===== config.mk =====
export PLATFORM = sky130hd
export DESIGN_NAME = barcode_end_finder_core
export DESIGN_NICKNAME = d
export VERILOG_FILES = /design/src/hdl/bef_pkg.sv /design/src/hdl/barcode_end_finder_core.sv
export VERILOG_INCLUDE_DIRS = /design/src /design/src/hdl
export SDC_FILE = /design/constraint.sdc
export NUM_CORES = 1
export LEC_CHECK = 0
export ABC_AREA = 1
export BUFFER_PORTS_ARGS = -buffer_cell sky130_fd_sc_hd__clkbuf_2
export CAP_MARGIN = 20
export CORE_UTILIZATION = 45
export DETAILED_ROUTE_END_ITERATION = 7
export GPL_TIMING_DRIVEN = 0
export SLEW_MARGIN = 40
export SYNTH_ARGS = -nofsm -noshare
export SYNTH_HDL_FRONTEND = slang
export SYNTH_SLANG_ARGS = --single-unit

===== constraint.sdc =====
create_clock -name clk -period 5.9 [get_ports clk]
set_input_delay 0.295 -clock clk [delete_from_list [all_inputs] [get_ports clk]]
set_output_delay 0.295 -clock clk [all_outputs]
set_load 0.02 [all_outputs]

===== src/hdl/assert_macros.svh =====
// ----------------------------------------------------------------------------
// assert_macros.svh
// shared concurrent assertion macros, clocked on clk and disabled in reset
// ----------------------------------------------------------------------------
`ifndef ASSERT_MACROS_SVH
`define ASSERT_MACROS_SVH

// property checked at every rising clock edge outside reset
`define ASSERT_CLK(label, prop, msg) \
    label: assert property (@(posedge clk) disable iff (!rst_n) (prop)) else $error(msg);

// implication checked at every rising clock edge outside reset
`define ASSERT_IMPLY(label, pre, post, msg) \
    label: assert property (@(posedge clk) disable iff (!rst_n) (pre) |-> (post)) \
        else $error(msg);

`endif


===== src/hdl/bef_pkg.sv =====
// ----------------------------------------------------------------------------
// bef_pkg
// types and constants of the barcode end finder
// ----------------------------------------------------------------------------
`timescale 1ns / 1ps
`default_nettype none

package bef_pkg;

    localparam int CODE_BITS       = 3;
    localparam int PATTERN_SYMBOLS = 31;
    localparam int LOW_SYMBOLS     = 16;
    localparam int LOW_WIDTH       = 48;
    localparam int HIGH_WIDTH      = 45;
    localparam int LEN_WIDTH       = 5;
    localparam int MIN_WIDTH       = 16;
    localparam int OUT_WIDTH       = 16;
    localparam int CFG_DATA_WIDTH  = 48;

    typedef logic [CODE_BITS-1:0] code_t;

    localparam code_t CODE_WILDCARD = 3'd4;
    localparam code_t CODE_NONE     = 3'd7;

    typedef enum logic [1:0] {
        CFG_PATTERN_LOW    = 2'd0,
        CFG_PATTERN_HIGH   = 2'd1,
        CFG_PATTERN_LENGTH = 2'd2,
        CFG_MIN_LENGTH     = 2'd3
    } cfg_index_t;

endpackage

`default_nettype wire


===== src/hdl/barcode_end_finder_core.sv =====
// ----------------------------------------------------------------------------
// barcode_end_finder_core
// shift-and exact barcode search over a read streamed one base per item
// ----------------------------------------------------------------------------
// Takes one base code per cycle (0=A 1=C 2=G 3=T 4=N) and runs the shift-and
// bit vector against the programmed barcode; a barcode N matches any base,
// a read N matches only barcode wildcards. The first full match end is kept,
// and the item flagged last yields one result: found, trim_start and
// read_length. Throughput is one item per clock. An item passes an input
// register, then a single update of the match vector and counters that also
// loads the result register, so a result is offered once its last item has
// left the input register. Input stalls only when a last item meets a result
// that is still waiting to be taken. Configuration writes are taken every cycle.
// ----------------------------------------------------------------------------
`timescale 1ns / 1ps
`default_nettype none

module barcode_end_finder_core
    import bef_pkg::*;
#(
    parameter int MAX_PATTERN = 31,
    parameter int COUNT_WIDTH = 16
) (
    input  wire logic                      clk,
    input  wire logic                      rst_n,

    input  wire logic                      cfg_valid,
    output logic                           cfg_ready,
    input  wire cfg_index_t                cfg_index,
    input  wire logic [CFG_DATA_WIDTH-1:0] cfg_data,

    input  wire logic                      in_valid,
    output logic                           in_ready,
    input  wire logic [CODE_BITS-1:0]      symbol,
    input  wire logic                      last,

    output logic                           out_valid,
    input  wire logic                      out_ready,
    output logic                           found,
    output logic [OUT_WIDTH-1:0]           trim_start,
    output logic [OUT_WIDTH-1:0]           read_length
);

    localparam int M_WIDTH = 6;
    localparam int CMP_WIDTH = (COUNT_WIDTH > MIN_WIDTH) ? COUNT_WIDTH : MIN_WIDTH;
    localparam logic [COUNT_WIDTH-1:0] COUNT_MAX = {COUNT_WIDTH{1'b1}};

    // configuration
    logic [LOW_WIDTH-1:0]  pattern_low_reg;
    logic [HIGH_WIDTH-1:0] pattern_high_reg;
    logic [LEN_WIDTH-1:0]  pattern_length_reg;
    logic [MIN_WIDTH-1:0]  min_length_reg;

    // input stage
    logic                  s1_valid_reg;
    code_t                 s1_symbol_reg;
    logic                  s1_last_reg;
    logic                  s1_advance;

    // per-read state
    logic [MAX_PATTERN-1:0] match_vector_reg;
    logic [MAX_PATTERN-1:0] match_vector_next;
    logic [COUNT_WIDTH-1:0] symbol_count_reg;
    logic [COUNT_WIDTH-1:0] symbol_count_next;
    logic                   match_seen_reg;
    logic                   match_seen_next;
    logic [COUNT_WIDTH-1:0] match_end_reg;
    logic [COUNT_WIDTH-1:0] match_end_next;

    // result register
    logic                 out_valid_reg;
    logic                 found_reg;
    logic [OUT_WIDTH-1:0] trim_start_reg;
    logic [OUT_WIDTH-1:0] read_length_reg;

    logic [LOW_WIDTH+HIGH_WIDTH-1:0] pattern_all;
    logic [LEN_WIDTH-1:0]   eff_length;
    logic [MAX_PATTERN-1:0] symbol_hits;
    logic [MAX_PATTERN-1:0] length_mask;
    logic [MAX_PATTERN-1:0] top_select;
    logic                   full_match;
    logic [CMP_WIDTH-1:0]   remaining;
    logic                   found_next;
    logic [CMP_WIDTH-1:0]   count_ext;
    logic [CMP_WIDTH-1:0]   end_ext;

    assign cfg_ready = 1'b1;

    always_ff @(posedge clk or negedge rst_n)
    begin
        if (!rst_n)
        begin
            pattern_low_reg    <= '0;
            pattern_high_reg   <= '0;
            pattern_length_reg <= LEN_WIDTH'(1);
            min_length_reg     <= '0;
        end
        else if (cfg_valid)
        begin
            case (cfg_index)
                CFG_PATTERN_LOW:    pattern_low_reg    <= cfg_data[LOW_WIDTH-1:0];
                CFG_PATTERN_HIGH:   pattern_high_reg   <= cfg_data[HIGH_WIDTH-1:0];
                CFG_PATTERN_LENGTH: pattern_length_reg <= cfg_data[LEN_WIDTH-1:0];
                CFG_MIN_LENGTH:     min_length_reg     <= cfg_data[MIN_WIDTH-1:0];
                default:            ;
            endcase
        end
    end

    // handshake
    assign s1_advance = s1_valid_reg && (!s1_last_reg || !out_valid_reg || out_ready);
    assign in_ready   = !s1_valid_reg || s1_advance;

    always_ff @(posedge clk or negedge rst_n)
    begin
        if (!rst_n)
        begin
            s1_valid_reg <= 1'b0;
        end
        else if (in_ready)
        begin
            s1_valid_reg <= in_valid;
        end
    end

    always_ff @(posedge clk)
    begin
        if (in_ready && in_valid)
        begin
            s1_symbol_reg <= symbol;
            s1_last_reg   <= last;
        end
    end

    // barcode length capped at the vector size
    assign eff_length = ({1'b0, pattern_length_reg} > M_WIDTH'(MAX_PATTERN))
                        ? LEN_WIDTH'(MAX_PATTERN) : pattern_length_reg;

    assign pattern_all = {pattern_high_reg, pattern_low_reg};

    // per-position compare against the current base
    for (genvar i = 0; i < MAX_PATTERN; i++)
    begin : g_pos
        code_t code;
        if (i < PATTERN_SYMBOLS)
        begin : g_stored
            assign code = pattern_all[CODE_BITS*i +: CODE_BITS];
        end
        else
        begin : g_beyond
            assign code = CODE_NONE;
        end
        assign symbol_hits[i] = (code == CODE_WILDCARD)
                              || ((code < CODE_WILDCARD) && (s1_symbol_reg < CODE_WILDCARD)
                                  && (code == s1_symbol_reg));
        assign length_mask[i] = M_WIDTH'(i) < {1'b0, eff_length};
        assign top_select[i]  = (M_WIDTH'(i) + M_WIDTH'(1)) == {1'b0, eff_length};
    end

    always_comb
    begin
        symbol_count_next = (symbol_count_reg == COUNT_MAX)
                            ? symbol_count_reg : symbol_count_reg + COUNT_WIDTH'(1);
        match_vector_next = {match_vector_reg[MAX_PATTERN-2:0], 1'b1}
                            & symbol_hits & length_mask;
        full_match        = |(match_vector_next & top_select);
        match_seen_next   = match_seen_reg;
        match_end_next    = match_end_reg;
        if (!match_seen_reg && full_match)
        begin
            match_seen_next = 1'b1;
            match_end_next  = symbol_count_next;
        end
        count_ext  = CMP_WIDTH'(symbol_count_next);
        end_ext    = CMP_WIDTH'(match_end_next);
        remaining  = count_ext - end_ext;
        found_next = match_seen_next && (remaining >= CMP_WIDTH'(min_length_reg));
    end

    always_ff @(posedge clk or negedge rst_n)
    begin
        if (!rst_n)
        begin
            match_vector_reg <= '0;
            symbol_count_reg <= '0;
            match_seen_reg   <= 1'b0;
            match_end_reg    <= '0;
        end
        else if (s1_advance)
        begin
            if (s1_last_reg)
            begin
                match_vector_reg <= '0;
                symbol_count_reg <= '0;
                match_seen_reg   <= 1'b0;
                match_end_reg    <= '0;
            end
            else
            begin
                match_vector_reg <= match_vector_next;
                symbol_count_reg <= symbol_count_next;
                match_seen_reg   <= match_seen_next;
                match_end_reg    <= match_end_next;
            end
        end
    end

    always_ff @(posedge clk or negedge rst_n)
    begin
        if (!rst_n)
        begin
            out_valid_reg <= 1'b0;
        end
        else if (s1_advance && s1_last_reg)
        begin
            out_valid_reg <= 1'b1;
        end
        else if (out_ready)
        begin
            out_valid_reg <= 1'b0;
        end
    end

    always_ff @(posedge clk)
    begin
        if (s1_advance && s1_last_reg)
        begin
            found_reg       <= found_next;
            trim_start_reg  <= found_next ? end_ext[OUT_WIDTH-1:0] : '0;
            read_length_reg <= (count_ext > CMP_WIDTH'({OUT_WIDTH{1'b1}}))
                               ? {OUT_WIDTH{1'b1}} : count_ext[OUT_WIDTH-1:0];
        end
    end

    assign out_valid   = out_valid_reg;
    assign found       = found_reg;
    assign trim_start  = trim_start_reg;
    assign read_length = read_length_reg;

`include "assert_macros.svh"

    `ASSERT_IMPLY(a_result_from_last, $rose(out_valid_reg), $past(s1_advance && s1_last_reg), "result without a last item")
    `ASSERT_IMPLY(a_clear_after_last, $past(s1_advance && s1_last_reg), (symbol_count_reg == '0) && !match_seen_reg, "read state not cleared after last item")
    `ASSERT_IMPLY(a_match_end_set, match_seen_reg, match_end_reg != '0, "latched match end is zero")
    `ASSERT_CLK(a_stage_free, s1_valid_reg || in_ready, "input stalled with empty stage")

endmodule

`default_nettype wire

==> Word level (Yosys, flattened, before mapping) <==
Index checks and enable logic that the tools add are counted.
{ "op_classes": {"addsub": 2, "multipliers": 0, "div": 0, "n_lt_le_gt_ge": 65, "eq_ne": 97, "shift": 0, "muxes": 9, "n_bitwise": 3, "n_reduce_logical": 112} }
{ "op_table": {"columns": ["cell", "n"], "rows": [
  ["3-bit < comparator, second input constant", 32],
  ["31-bit AND", 3],
  ["3-bit == test", 31],
  ["3-bit == test, second input constant", 31],
  ["5-bit == test, first input constant", 16],
  ["5-bit < comparator, first input constant", 15],
  ["1-bit logical AND", 67],
  ["16-bit two-way mux", 4],
  ["4-bit by 5-bit == test with 1-bit output, first input constant", 8],
  ["4-bit by 5-bit < comparator with 1-bit output, first input constant", 8],
  ["1-bit logical OR", 34],
  ["31-bit OR reduction", 1],
  ["30-bit two-way mux", 1],
  ["3-bit by 5-bit == test with 1-bit output, first input constant", 4],
  ["3-bit by 5-bit < comparator with 1-bit output, first input constant", 4],
  ["16-bit by 1-bit adder with 16-bit output, second input constant", 1],
  ["16-bit == test, second input constant", 1],
  ["16-bit >= comparator", 1],
  ["16-bit > comparator, second input constant", 1],
  ["16-bit subtractor", 1],
  ["2-bit by 5-bit == test with 1-bit output, first input constant", 2],
  ["1-bit by 5-bit < comparator with 1-bit output, first input constant", 2],
  ["2-bit by 5-bit < comparator with 1-bit output, first input constant", 2],
  ["2-bit AND reduction", 4],
  ["7 further kinds", 14]
]} }
{ "totals": {"ff_bits": 216, "latch_bits": 0, "ram_bits": 0, "romBits": 0, "in_bits": 59, "output_inout_bits": 36, "elab_cells": 303, "n_memories": 0} }

==> Depth between registers and ports, before layout <==
{ "logic_depth": {"word_depth": 13, "ltp_mapped": 41, "mapped_depth_nobuf": 37} }

==> Worst setup path before layout <==
OpenSTA, ideal clock, no wires.
{ "synth_timing": {"path_type": "flip-flop to flip-flop", "start": "register s1_symbol_reg[2]", "end": "register found_reg, in the netlist found (data pin)", "setup_ns": 0.264, "t_arrival_ns": 4.929, "t_required_ns": 5.636, "slack_ns": 0.706, "stages_incl_launch_ff": 33, "n_path_buf": 3, "synth_period_minus_slack_ns": 5.194, "cell_sequence": "edfxtp_1 > inv_1 > ha_1 > nor2_1 > nand2_1 > o21bai_1 > nand3_1 > nand2_1 > nor2_1 > nand2_1 > nor2_1 > nand2_2 > nand2_4 > buf_12 > buf_4 > nand2_1 > o21ai_1 > ha_1 > a21oi_1 > a21boi_0 > nor2_1 > a2111oi_0 > nand2_1 > nand2_1 > nand2_1 > ha_1 > nand2_1 > nor2_1 > a211oi_1 > o21ai_0 > nand2_1 > clkbuf_1 > inv_1"} }
{ "synth_via": {"elab_chain_cells": 13, "elab_cells_between_ends": 135, "cone_classes": "1 x add/sub; 2 x order compare; 31 x eq/ne; 2 x mux; 3 x bitwise; 96 x reduce/logical"} }
{ "synth_lines": {"columns": ["item", "line_no", "text"], "rows": [
  ["start: declaration", "barcode_end_finder_core.sv:56", "code_t s1_symbol_reg;"],
  ["start signal: assignment", "barcode_end_finder_core.sv:130", "s1_symbol_reg <= symbol;"],
  ["3-bit < comparator", "barcode_end_finder_core.sv:154", "|| ((code < CODE_WILDCARD) && (s1_symbol_reg < CODE_WILDCARD)"],
  ["1-bit logical AND", "barcode_end_finder_core.sv:154", null],
  ["1-bit logical AND", "barcode_end_finder_core.sv:155", "&& (code == s1_symbol_reg));"],
  ["1-bit logical OR", "barcode_end_finder_core.sv:154", null],
  ["31-bit AND * (2 in series)", "barcode_end_finder_core.sv:165", "& symbol_hits & length_mask;"],
  ["31-bit AND *", "barcode_end_finder_core.sv:166", "full_match = |(match_vector_next & top_select);"],
  ["31-bit OR reduction *", "barcode_end_finder_core.sv:166", null],
  ["1-bit logical AND *", "barcode_end_finder_core.sv:169", "if (!match_seen_reg && full_match)"],
  ["16-bit two-way mux", "barcode_end_finder_core.sv:169", null],
  ["16-bit subtractor", "barcode_end_finder_core.sv:176", "remaining = count_ext - end_ext;"],
  ["16-bit >= comparator", "barcode_end_finder_core.sv:177", "found_next = match_seen_next && (remaining >= CMP_WIDTH'(min_length_reg));"],
  ["1-bit logical AND *", "barcode_end_finder_core.sv:177", null],
  ["net found_next", "barcode_end_finder_core.sv:83", "logic found_next;"],
  ["end signal: assignment", "barcode_end_finder_core.sv:228", "found_reg <= found_next;"],
  ["end: declaration", "barcode_end_finder_core.sv:72", "logic found_reg;"]
]} }
The timed path passes the listed nets; every way through them passes the cells marked *.
A chain may end at the register's enable or synchronous reset.

==> Worst setup path in the final report <==
{ "layout_timing": {"start": "register s1_symbol_reg[2]", "end": "register trim_start_reg[8], in the netlist trim_start[8] (data pin)"} }
{ "layout_via": {"elab_chain_cells": 13, "elab_cells_between_ends": 135, "cone_classes": "1 x add/sub; 2 x order compare; 31 x eq/ne; 2 x mux; 3 x bitwise; 96 x reduce/logical"} }
{ "layout_lines": {"columns": ["item", "line_no", "text"], "rows": [
  ["3-bit < comparator", "barcode_end_finder_core.sv:154", null],
  ["1-bit logical AND", "barcode_end_finder_core.sv:154", null],
  ["1-bit logical AND", "barcode_end_finder_core.sv:155", null],
  ["1-bit logical OR", "barcode_end_finder_core.sv:154", null],
  ["31-bit AND * (2 in series)", "barcode_end_finder_core.sv:165", null],
  ["31-bit AND *", "barcode_end_finder_core.sv:166", null],
  ["31-bit OR reduction *", "barcode_end_finder_core.sv:166", null],
  ["1-bit logical AND *", "barcode_end_finder_core.sv:169", null],
  ["16-bit two-way mux", "barcode_end_finder_core.sv:169", null],
  ["16-bit subtractor", "barcode_end_finder_core.sv:176", null],
  ["16-bit >= comparator", "barcode_end_finder_core.sv:177", null],
  ["1-bit logical AND", "barcode_end_finder_core.sv:177", null],
  ["end signal: assignment", "barcode_end_finder_core.sv:229", "trim_start_reg <= found_next ? end_ext[OUT_WIDTH-1:0] : '0;"],
  ["end: declaration", "barcode_end_finder_core.sv:73", "logic [OUT_WIDTH-1:0] trim_start_reg;"]
]} }
Every way passes the cells marked *; elsewhere a longest branch is shown, timed or not.

==> run_summary.xml <==
<?xml version="1.0" encoding="UTF-8"?>
<metrics>
  <group name="run_status">
    <metric name="result_of_the_run" unit="">finished, final reports clean</metric>
  </group>
  <group name="route">
    <metric name="postRouteWirelength" unit="um">35690</metric>
    <metric name="post-route-drc-count" unit="">0</metric>
    <metric name="route.vias.total" unit="">11230</metric>
    <metric name="avgViaCountPerCell" unit="">5.150</metric>
    <metric name="drtPass1Iterations" unit="">5</metric>
    <metric name="detailedRoute.firstIterationViolations" unit="">953</metric>
    <metric name="final_antenna_net_count" unit="">0</metric>
    <metric name="route.detailed.wl_per_inst" unit="um">16.37</metric>
  </group>
  <group name="yosys">
    <metric name="yosysUniqueCellTypes" unit="">52</metric>
    <metric name="syn-mean-instance-area" unit="um^2">7.609</metric>
    <metric name="synth_async_sr_flop_share" unit="">0.8287</metric>
    <metric name="synth-edff-count" unit="">37</metric>
    <metric name="synth_ff_type" unit="">dfrtp_1</metric>
    <metric name="yosysTopAreaCellShare" unit="">0.3526</metric>
    <metric name="ys_seq_area_frac" unit="">0.4427</metric>
    <metric name="synth.ff_latch_count" unit="">216</metric>
    <metric name="synth.net_count" unit="">1781</metric>
    <metric name="synth_cells" unit="">1660</metric>
    <metric name="cell_type_with_the_largest_total_area_after_synthesis" unit="">dfrtp_1</metric>
    <metric name="synth.area.top_cells" unit="">dfrtp_1 35%, nand2_1 12%, inv_1 9.1%</metric>
    <metric name="yosys_warnings" unit="">0</metric>
    <metric name="synth_area" unit="um^2">12630</metric>
    <metric name="synth_most_common_cell" unit="">nand2_1</metric>
    <metric name="yosys-top-cells-count" unit="">412 x nand2_1, 305 x inv_1, 178 x dfrtp_1</metric>
  </group>
  <group name="timing">
    <metric name="hold_viol" unit="">0</metric>
    <metric name="fin_worst_setup_slack" unit="ps">391.9</metric>
    <metric name="setup_viol" unit="">0</metric>
    <metric name="final.setup_skew" unit="ps">10.37</metric>
    <metric name="max_freq" unit="MHz">181.6</metric>
    <metric name="slew_headroom" unit="">0.5352</metric>
    <metric name="layout_min_cycle_time" unit="ps">5508</metric>
    <metric name="timing_max_transition_violations_final" unit="">0</metric>
    <metric name="worstMarginPinSlew" unit="ps">697.2</metric>
    <metric name="fin_worst_hold_slack" unit="ps">21.58</metric>
    <metric name="finalCritPeriodShare" unit="">0.9336</metric>
    <metric name="grt_setup_unrepaired" unit="">no</metric>
  </group>
  <group name="power_and_ir_drop">
    <metric name="cellPowerDensity" unit="nW/um^2">309.1</metric>
    <metric name="total_power" unit="uW">4507</metric>
    <metric name="power.ir.vdd_worst" unit="mV">0.2061</metric>
    <metric name="static_power_due_to_leakage" unit="uW">0.007365</metric>
  </group>
  <group name="global_route">
    <metric name="groute.usage.overall" unit="">0.2540</metric>
    <metric name="wire_length_of_the_first_global_routing_pass" unit="um">56740</metric>
    <metric name="initial_antenna_violation_count" unit="">0</metric>
    <metric name="grt_start_max_net_pins" unit="">67</metric>
    <metric name="first_global_vias" unit="">10530</metric>
    <metric name="grt_overflow_total" unit="">0</metric>
  </group>
  <group name="worst_setup_path">
    <metric name="cp-start-kind" unit="">flop</metric>
    <metric name="r2r.worst_path.cells" unit="">31</metric>
    <metric name="timing.critical_path.from" unit="">s1_symbol_reg[2]</metric>
    <metric name="critPathKind" unit="">flop to flop</metric>
    <metric name="critical_path_s_largest_stage_delay" unit="ps">410</metric>
    <metric name="cp-end-kind" unit="">flop</metric>
    <metric name="timing.critical_path.slowest_stage_cell" unit="">o21ai_1</metric>
    <metric name="worst-path-max-fanout" unit="">31</metric>
    <metric name="crit_top_cell" unit="">nand2_1</metric>
    <metric name="regToRegEndpoint" unit="">trim_start[8]</metric>
    <metric name="critPathTopFamily" unit="">compound AO/OA/AOI/OAI gates</metric>
    <metric name="critPathRequiredTime" unit="ps">6150</metric>
    <metric name="worst-r2r-setup-slack" unit="ps">390</metric>
    <metric name="worstPathBufferInverterCount" unit="">4</metric>
    <metric name="rr_startpoint" unit="">s1_symbol_reg[2]</metric>
    <metric name="cp_data_arrival_time" unit="ps">5760</metric>
  </group>
  <group name="layout">
    <metric name="fill_cells" unit="">2684</metric>
    <metric name="finalNetCount" unit="">1911</metric>
    <metric name="final_standard_cell_utilization_of_the_core" unit="">0.5351</metric>
    <metric name="layout-area-overhead-vs-synth" unit="%">15.44</metric>
    <metric name="fraction_of_final_layout_cells_with_drive_strength_greater_than_1" unit="">0.1211</metric>
    <metric name="stdcell_count" unit="">2180</metric>
    <metric name="diodes" unit="">0</metric>
    <metric name="largest_register_ffs" unit="">48</metric>
  </group>
  <group name="hold_path">
    <metric name="min_path_type" unit="">input port to flop</metric>
    <metric name="min_delay_path_depth" unit="">3</metric>
    <metric name="worstHoldEndpoint" unit="">pattern_high_reg[25]</metric>
    <metric name="hold_path_startpoint" unit="">cfg_data[25]</metric>
  </group>
  <group name="die">
    <metric name="core_area" unit="um^2">27250</metric>
    <metric name="design.portCount" unit="">95</metric>
    <metric name="rows" unit="">60</metric>
    <metric name="dieArea" unit="um^2">28740</metric>
    <metric name="die_x" unit="um">169.5</metric>
    <metric name="start_util" unit="">0.4635</metric>
    <metric name="die_h" unit="um">169.5</metric>
  </group>
  <group name="clock_network">
    <metric name="clock_path_buffers" unit="">3</metric>
    <metric name="cts_sinks" unit="">216</metric>
    <metric name="clock_latency" unit="ps">520</metric>
    <metric name="tritoncts" unit="">yes</metric>
    <metric name="cts.reportedPaths.clkPinSlew" unit="ps">60</metric>
    <metric name="clk_root_buffer_cell" unit="">clkbuf_16</metric>
    <metric name="htree_levels" unit="">1</metric>
    <metric name="numCtsBuffers" unit="">25</metric>
  </group>
  <group name="placement">
    <metric name="place.gp.congestion" unit="">0.9053</metric>
    <metric name="dp.cells" unit="">2128</metric>
    <metric name="placement.io_buffers" unit="">93</metric>
    <metric name="place_hpwl" unit="um">26550</metric>
    <metric name="worst_setup_slack_before_clock_tree_synthesis" unit="ps">-799.1</metric>
  </group>
  <group name="run">
    <metric name="max-cap-violations" unit="">0</metric>
  </group>
</metrics>
## worst max path at each step
stage,slack (ps),cells past startpoint,end
floorplan,710,32,found
global placement,-1240,33,trim_start[10]
detailed placement,-800,32,trim_start[10]
CTS,10,31,trim_start[8]
global route,7,34,trim_start[6]
finish,390,31,trim_start[8]
## layer usage
layer / track usage / vias to the layer above / routed length, um
li1: - / 5586 / -
met1: 0.3580 / 5261 / 16690
met2: 0.4115 / 319 / 16220
met3: 0.03078 / 60 / 1915
met4: 0.07090 / 0 / 867
met5: 0 / - / 0
## stage by stage
stage | TNS, ps | area, um^2
finish | 0 | 14580
floorplan | 0 | 12630
global placement | -18200 | 13560
CTS | 0 | 14520
global route | 0 | 14580
detailed placement | -10500 | 13650
## tightest hold or removal path, stage by stage
cell and delay (ps):
clkbuf_2 80, inv_1 50, o21ai_0 70
## logic make-up (layout without fill, tap and decap cells)
kind of cell / count (synthesis) / after routing / share of synthesized area
AOI/OAI and AO/OA: 270 / 270 / 0.1184
xor gates and xnor gates: 14 / 14 / 0.009708
adders and majority gates: 62 / 62 / 0.06142
buffers and inverters: 375 / 523 / 0.1194
DFF: 216 / 216 / 0.4427
other: 1 / 1 / 0.0002969
and+or+nand+nor: 722 / 722 / 0.2481
## placed cells by master, fill, tap and decap left out, drive strengths merged, types with 2 or more instances in the layout
master       synthesis  layout
nand2              424     424
inv                315     314
dfrtp              178     178
o21ai              166     166
clkbuf              34     166
nand3              147     147
nor2               101     101
ha                  62      62
o22ai               54      54
edfxtp              37      37
a21oi               29      29
nor3                29      29
buf                 25      29
xor2                11      11
nand3b               9       9
nand4                8       8
dlygate4sd3          0       6
clkinv               1       4
xnor2                3       3
o21a                 3       3
a31oi                3       3
a211oi               3       3
o21bai               3       3
nor4                 2       2
bufinv               0       2
clkinvlp             0       2
a21boi               2       2
## repair_timing
item                       in CTS  in global routing
gates cloned                    0                  0
gates resized for setup        15                 16
hold endpoints to repair       63                  0
pin swaps                       0                  2
buffers inserted                0                  1
setup endpoints to repair      17                 17
hold buffers                    6                  0
## where the power goes
part	switching, uW	leakage, uW	internal (uW)
Clock	612	0.000356	852
Sequential	109	0.00267	1670
Combinational	816	0.00434	447
Total	1540	0.00737	2970
## cell type report
class / count / area (um^2) / share of cell area
flip-flops and latches: 216 / 5592 / 0.3835
inverters: 316 / 1212 / 0.08315
plain buffers: 59 / 325.3 / 0.02231
multi-input cells: 1069 / 5608 / 0.3846
clock buffers: 39 / 698.2 / 0.04788
repair buffers: 103 / 624.3 / 0.04282
clock inverters: 6 / 56.30 / 0.003861
well taps: 372 / 465.4 / 0.03192
No activity file was read; power rests on OpenSTA's default activity.
